## src/design/legik_isqrt.sv

```systemverilog
module legik_isqrt #(
  parameter int unsigned N = 21
) (
  input  logic           clk_i,
  input  logic           en_i,
  input  logic [2*N-1:0] rad_i,
  output logic [N-1:0]   root_o
);

  logic [2*N-1:0] rem_q  [N];
  logic [N-1:0]   root_q [N];

  // One cell per result bit, most significant first.
  for (genvar k = 0; k < N; k++) begin : g_cell
    localparam int unsigned B = N - 1 - k;
    logic [2*N-1:0] rem_in;
    logic [N-1:0]   root_in;
    logic [2*N:0]   trial;
    logic [2*N-1:0] rem_d;
    logic [N-1:0]   root_d;

    if (k == 0) begin : g_first
      assign rem_in  = rad_i;
      assign root_in = '0;
    end else begin : g_next
      assign rem_in  = rem_q[k-1];
      assign root_in = root_q[k-1];
    end

    // Try setting bit B: (r + 2^B)^2 - r^2 = r*2^(B+1) + 2^(2B).
    always_comb begin
      trial = ((2*N+1)'(root_in) << (B + 1)) | ((2*N+1)'(1) << (2 * B));
      if ({1'b0, rem_in} >= trial) begin
        rem_d  = rem_in - trial[2*N-1:0];
        root_d = root_in | (N'(1) << B);
      end else begin
        rem_d  = rem_in;
        root_d = root_in;
      end
    end

    always_ff @(posedge clk_i) begin
      if (en_i) begin
        rem_q[k]  <= rem_d;
        root_q[k] <= root_d;
      end
    end
  end

  assign root_o = root_q[N-1];

endmodule

```

## config.mk

```make
export PLATFORM = sky130hd
export DESIGN_NAME = legik_isqrt
export DESIGN_NICKNAME = d
export VERILOG_FILES = /design/src/design/legik_isqrt.sv
export SDC_FILE = /design/constraint.sdc
export NUM_CORES = 1
export LEC_CHECK = 0
export BUFFER_PORTS_ARGS = -buffer_cell sky130_fd_sc_hd__buf_2
export CAP_MARGIN = 15
export CORE_MARGIN = 2
export CORE_UTILIZATION = 45
export DETAILED_ROUTE_END_ITERATION = 8
export GPL_ROUTABILITY_DRIVEN = 1
export PLACE_DENSITY = 0.65
export SYNTH_ARGS = -nofsm -noshare
export SYNTH_HDL_FRONTEND = slang
export SYNTH_SLANG_ARGS = --single-unit
```

## constraint.sdc

```tcl
create_clock -name clk_i -period 4.6 [get_ports clk_i]
set_input_delay 1.38 -clock clk_i [delete_from_list [all_inputs] [get_ports clk_i]]
set_output_delay 1.38 -clock clk_i [all_outputs]
set_load 0.05 [all_outputs]
```

==> impl_metrics.py, run 1 <==
metrics = {
    "synth": {
        "synthMuxAreaShare_pct": 0.8774,
        "synthArstFlopShare_pct": 0,
        "synth_top_flop_cell": "edfxtp_1",
        "synthAdderAreaFrac_pct": 6.147,
        "synth_top_family_by_area": "simple AND/OR/NAND/NOR gates",
        "syn_nets": 4194,
        "ys_ff_latch": 1071,
        "synth_area_um2": 50480,
        "synth_edf_count": 1071,
        "synthCells": 3902,
        "synth_compound_area_share_pct": 8.878,
        "synth_xor_area_share_pct": 6.055,
        "synth_simple_gate_area_share_pct": 11.48,
        "syn_avg_cell_area_um2": 12.94,
        "ys_types": 86,
        "yosys_warnings": 0,
        "seq_area_frac_synth_pct": 63.71,
    },
    "cells_and_area": {
        "final_cell_mix": "edfxtp_1 (1071), inv_1 (306), ha_1 (248), nand2_1 (241), nor2_1 (231)",
        "fin_nets": 4364,
        "layout.cells.non_filler": 5655,
        "post_route_cells_drive_above_1_share_pct": 8.471,
        "layout_commonest_cell": "edfxtp_1",
        "fillers": 9363,
        "antenna_cells": 0,
        "fin_util_pct": 51.01,
        "area_growth_pct": 12.15,
        "final_area_um2": 56610,
    },
    "worst_setup_path": {
        "worst_path_max_delay_cell": "inv_1",
        "worstSetupStartpointType": "register",
        "endpoint_kind": "register",
        "cp.arrival_ps": 4390,
        "required_ps": 4960,
        "crit_chain": "ha_1, nand2_1, a211oi_1, o31ai_1, a31oi_1, o21ai_0, and2_1, inv_1, o311ai_0, xnor2_1",
        "slowest_delay_ps": 840,
        "worstSetupPathType": "register to register",
        "critPathMaxFanout": 31,
    },
    "power": {
        "pwr-share-seq_pct": 49.8,
        "p_comb_share_pct": 16.8,
        "powerDensity_nw_per_um2": 466.6,
        "switching_share_pct": 27.11,
        "switchingPower_mw": 7.162,
        "clockPowerShare_pct": 33.5,
        "peakVddDrop_uv": 358.0,
        "report.power.total_mw": 26.42,
        "p_int_mw": 19.26,
        "leakage_nw": 21.14,
    },
    "route": {
        "drc": 0,
        "final_antenna_net_count": 0,
        "drt-pass1-iter-count": 6,
        "wire_per_inst_um": 17.57,
        "via_per_inst": 5.370,
        "routed_wirelength_um": 99350,
        "vias": 30370,
        "drt_iter0_drc": 1891,
    },
    "job": {
        "drv_cap": 0,
    },
    "die": {
        "initial_core_util_pct": 45.49,
        "ioPinCount": 65,
        "die_w_um": 338.9,
        "die_h_um": 338.9,
        "core_area_um2": 111000,
        "die_area_um2": 114900,
        "num_rows": 122,
    },
    "clocking": {
        "cts_setup_buffers": 0,
        "cts.sinks": 1071,
        "htree_levels": 3,
        "clk_latency_ps": 700,
        "ctsLongestPathBuffers": 3,
        "clk_pin_slew_ps": 60,
        "cts_tree": "built",
        "numCtsBuffers": 109,
        "ctsHoldBuffers": 0,
        "cts_root_buf": "clkbuf_16",
        "cts_resized": 0,
    },
    "sta": {
        "hold_viol": 0,
        "whs_ps": 419.4,
        "final.setup.tns_ps": 0,
        "setup_viol": 0,
        "finClkSkew_ps": 85.65,
        "clock.fmax_mhz": 247.9,
        "worst_slew_pin_slew_ps": 1096,
        "period_needed_ps": 4034,
        "min_period_over_period_pct": 87.69,
        "slew_headroom_pct": 26.88,
        "final-max-slew-violation-count": 0,
        "rsz0062_at_grt": "no",
        "finalWorstSetupSlack_ps": 566.5,
    },
    "min_path": {
        "hold_path_class": "register to register",
    },
    "grt": {
        "grt_pass1_vias": 30670,
        "antenna_found_initial": 0,
        "grt-ovfl-total": 0,
        "grt_pass1_wl_um": 159500,
        "track_usage_pct": 17.26,
        "grt_max_degree": 118,
    },
    "placement": {
        "routabilityCongestion": 0.9209,
        "hpwl_um": 74040,
        "io_buffers": 64,
        "dpl_worst_slack_ps": 708.0,
        "placed_cells": 5449,
        "placed_area_um2": 52950,
    },
    "outcome": {
        "outcome": "finished, final reports clean",
    },
}
flip-flops by register name (all words and copies together), names as in the netlist:
register,cells
rem_q,840
root_q,231
power groups by stage:
stage,clock network (mW),registers (mW),logic (mW)
after floorplan,0,13.0,3.32
after global placement,0,13.3,4.34
after detailed placement,0,13.3,4.40
after CTS,9.05,13.1,4.43
after global routing,9.42,13.3,4.98
final,8.84,13.1,4.43
Yosys cell counts (15+ instances only):
library cell | instances | area [µm²]
nor4b_1 | 17 | 148.9
a31oi_1 | 18 | 112.6
edfxtp_1 | 1071 | 32160
a21o_1 | 69 | 518.0
a21oi_1 | 200 | 1001
nand3_1 | 57 | 285.3
inv_1 | 306 | 1149
o21ai_0 | 190 | 950.9
nor2b_1 | 38 | 237.7
mux2_2 | 31 | 349.1
nand2_1 | 241 | 904.6
nor4_1 | 134 | 838.3
or4_1 | 28 | 210.2
nand2b_1 | 39 | 244.0
xor2_1 | 169 | 1480
a211oi_1 | 21 | 157.7
nor3_1 | 122 | 610.6
ha_1 | 248 | 3103
xnor2_1 | 180 | 1577
o21a_1 | 64 | 480.5
nand4_1 | 46 | 287.8
o31ai_1 | 32 | 240.2
or3_1 | 43 | 269.0
o211ai_1 | 15 | 112.6
and2_1 | 18 | 112.6
nor2_1 | 231 | 867.1
clkbuf_1 | 44 | 165.2
kinds of logic (layout without fill, tap and decap cells):
logic type / after synthesis / in the layout
flip-flops: 1071 / 1071
multiplexers: 40 / 40
buffers and inverters: 369 / 634
adder cells (fa/ha/maj): 248 / 248
AND/OR/NAND/NOR: 1109 / 1109
AO/OA/AOI/OAI: 716 / 716
XOR/XNOR: 349 / 349
per-layer routing:
metal	up-vias	GRT usage (%)	part of all wire (%)
met3	219	2.052	3.1
met4	0	7.074	3.9
met1	14540	19.30	39
li1	14990	-	-
met2	616	32.93	54
met5	-	0	0
worst paths after layout:
check	from	to	slack (ps)	cells past startpoint
worst max-delay path	rem_q[4][53]	rem_q[4][121]	570	10
worst max register to register	rem_q[4][53]	rem_q[4][121]	570	10
worst min register to register	root_q[2][31]	root_q[2][52]	420	0
worst min-delay path	root_q[2][31]	root_q[2][52]	420	0
worst max-delay path, delay by kind of cell, from the launching register on:
family / cells / cell delay (ps)
xor gates and xnor gates: 1 / 210
buffers and inverters: 1 / 840
adders and majority gates: 1 / 390
and+or+nand+nor: 2 / 430
AOI/OAI and AO/OA: 5 / 1410
DFF: 1 / 410
final cells by class:
type	instances	area, µm²	share of cell area, %
multi-input cells	2462	16910	29.87
clock inverters	78	858.3	1.516
repair buffers	121	870.8	1.538
flip-flops and latches	1071	32160	56.81
inverters	307	1152	2.036
well taps	1488	1862	3.289
clock buffers	128	2799	4.944
(Power assumes the default switching activity.)
==> run 2, diff against run 1 <==
CTS_BUF_LIST = sky130_fd_sc_hd__clkbuf_8   (was unset)
SLEW_MARGIN = 20   (was unset)
==> impl_metrics.py, run 2 (synthesis gave the netlist of run 1 again) <==
metrics = {
    "outcome": {
        "outcome": "finished, final reports clean",
    },
    "grt": {
        "antenna_found_initial": 2,
        "grt-ovfl-total": 0,
        "track_usage_pct": 17.50,
        "grt_pass1_wl_um": 160600,
        "grt_pass1_vias": 31200,
        "grt_max_degree": 118,
    },
    "sta": {
        "finClkSkew_ps": 58.66,
        "worst_slew_pin_slew_ps": 1077,
        "clock.fmax_mhz": 254.0,
        "period_needed_ps": 3936,
        "rsz0062_at_grt": "no",
        "slew_headroom_pct": 28.11,
        "final.setup.tns_ps": 0,
        "min_period_over_period_pct": 85.58,
        "hold_viol": 0,
        "final-max-slew-violation-count": 0,
        "setup_viol": 0,
    },
    "route": {
        "vias": 30640,
        "met3WireLength_um": 3617,
        "via_per_inst": 5.323,
        "routed_wirelength_um": 100400,
        "met1_length_um": 39460,
        "wl_met2_um": 54050,
        "routed.top_layer": "met4",
        "final_antenna_net_count": 0,
        "drc": 0,
        "wire_per_inst_um": 17.45,
        "drt-pass1-iter-count": 7,
        "drt_iter0_drc": 1868,
    },
    "die": {
        "num_rows": 122,
        "core_area_um2": 111000,
        "die_area_um2": 114900,
        "die_w_um": 338.9,
        "ioPinCount": 65,
        "initial_core_util_pct": 45.49,
        "die_h_um": 338.9,
    },
    "cells_and_area": {
        "largest_register_ffs": 840,
        "area_growth_pct": 11.05,
        "final_area_um2": 56060,
        "fin_nets": 4427,
        "reg.largest.list": "rem_q: 840 flops, root_q: 231 flops",
        "layout.cells.non_filler": 5756,
        "post_route_cells_drive_above_1_share_pct": 9.426,
        "largest_register": "rem_q",
        "final_cell_mix": "edfxtp_1 (1071), inv_1 (357), ha_1 (248), nand2_1 (241), nor2_1 (231)",
        "layout_commonest_cell": "edfxtp_1",
        "fin_util_pct": 50.51,
    },
    "worst_setup_path": {
        "critPathMaxFanout": 31,
        "required_ps": 5150,
        "worstSetupPathType": "register to register",
        "worstSetupStartpointType": "register",
        "cp.arrival_ps": 4480,
        "endpoint_kind": "register",
    },
    "clocking": {
        "clk_pin_slew_ps": 60,
        "cts_resized": 0,
        "cts_setup_buffers": 0,
        "cts_tree": "built",
        "cts_root_buf": "clkbuf_8",
        "htree_levels": 4,
        "ctsHoldBuffers": 0,
        "numCtsBuffers": 172,
        "clk_latency_ps": 870,
        "cts.sinks": 1071,
        "ctsLongestPathBuffers": 3,
    },
    "placement": {
        "placed_cells": 5449,
        "hpwl_um": 74040,
        "placed_area_um2": 52950,
        "io_buffers": 64,
        "routabilityCongestion": 0.9209,
    },
    "power": {
        "report.power.total_mw": 24.99,
        "powerDensity_nw_per_um2": 445.7,
        "leakage_nw": 21.17,
        "peakVddDrop_uv": 342.9,
    },
    "min_path": {
        "hold_path_class": "register to register",
    },
    "job": {
        "drv_cap": 0,
    },
}
## run 2: layer usage
metal  vias up  global-route usage [%]
met5         -                       0
met4         0                   7.750
met3       221                   2.877
met2       652                   32.91
met1     14640                   19.22
li1      15130                       -
## run 2: report_power, final
| group | leakage [nW] | switching, mW | internal, mW |
|---|---|---|---|
| Combinational | 9.12 | 2.52 | 1.91 |
| Sequential | 10.3 | 0.882 | 12.3 |
| Clock | 1.78 | 3.78 | 3.63 |
## run 2: critical path: stages, from the launching register on
cell      delay [ps]
edfxtp_1         400
ha_1             390
nand2_1          130
a211oi_1         240
o31ai_1          170
a31oi_1          430
o21ai_0          190
and2_1           290
inv_1            830
o311ai_0         350
xnor2_1          210
## run 2: layout make-up
| type | count | area, µm² |
|---|---|---|
| inverter | 307 | 1152 |
| multi-input combinational | 2462 | 16910 |
| sequential | 1071 | 32160 |
| fill | 9546 | 54920 |
| clock buffer | 173 | 2381 |
| antenna | 3 | 7.507 |
| clock inverter | 131 | 714.4 |
| tap | 1488 | 1862 |
| timing repair buffer | 121 | 870.8 |
## run 2: worst paths after layout
check	to	depth (start not counted)	startpoint	slack [ps]
min	root_q[2][52]	0	root_q[2][31]	420
max	rem_q[4][121]	10	rem_q[4][53]	660
max reg2reg	rem_q[4][121]	10	rem_q[4][53]	660
min reg2reg	root_q[2][52]	0	root_q[2][31]	420
## run 2: through the flow
stage / setup slack, ps / hold slack (ps)
5_1_grt: 304.1 / 426.8
4_1_cts: 626.7 / 420.3
3_5_place_dp: 708.0 / 427.2
3_3_place_gp: 806.5 / 422.7
2_1_floorplan: 1322 / 416.6
6_report: 663.5 / 421.2
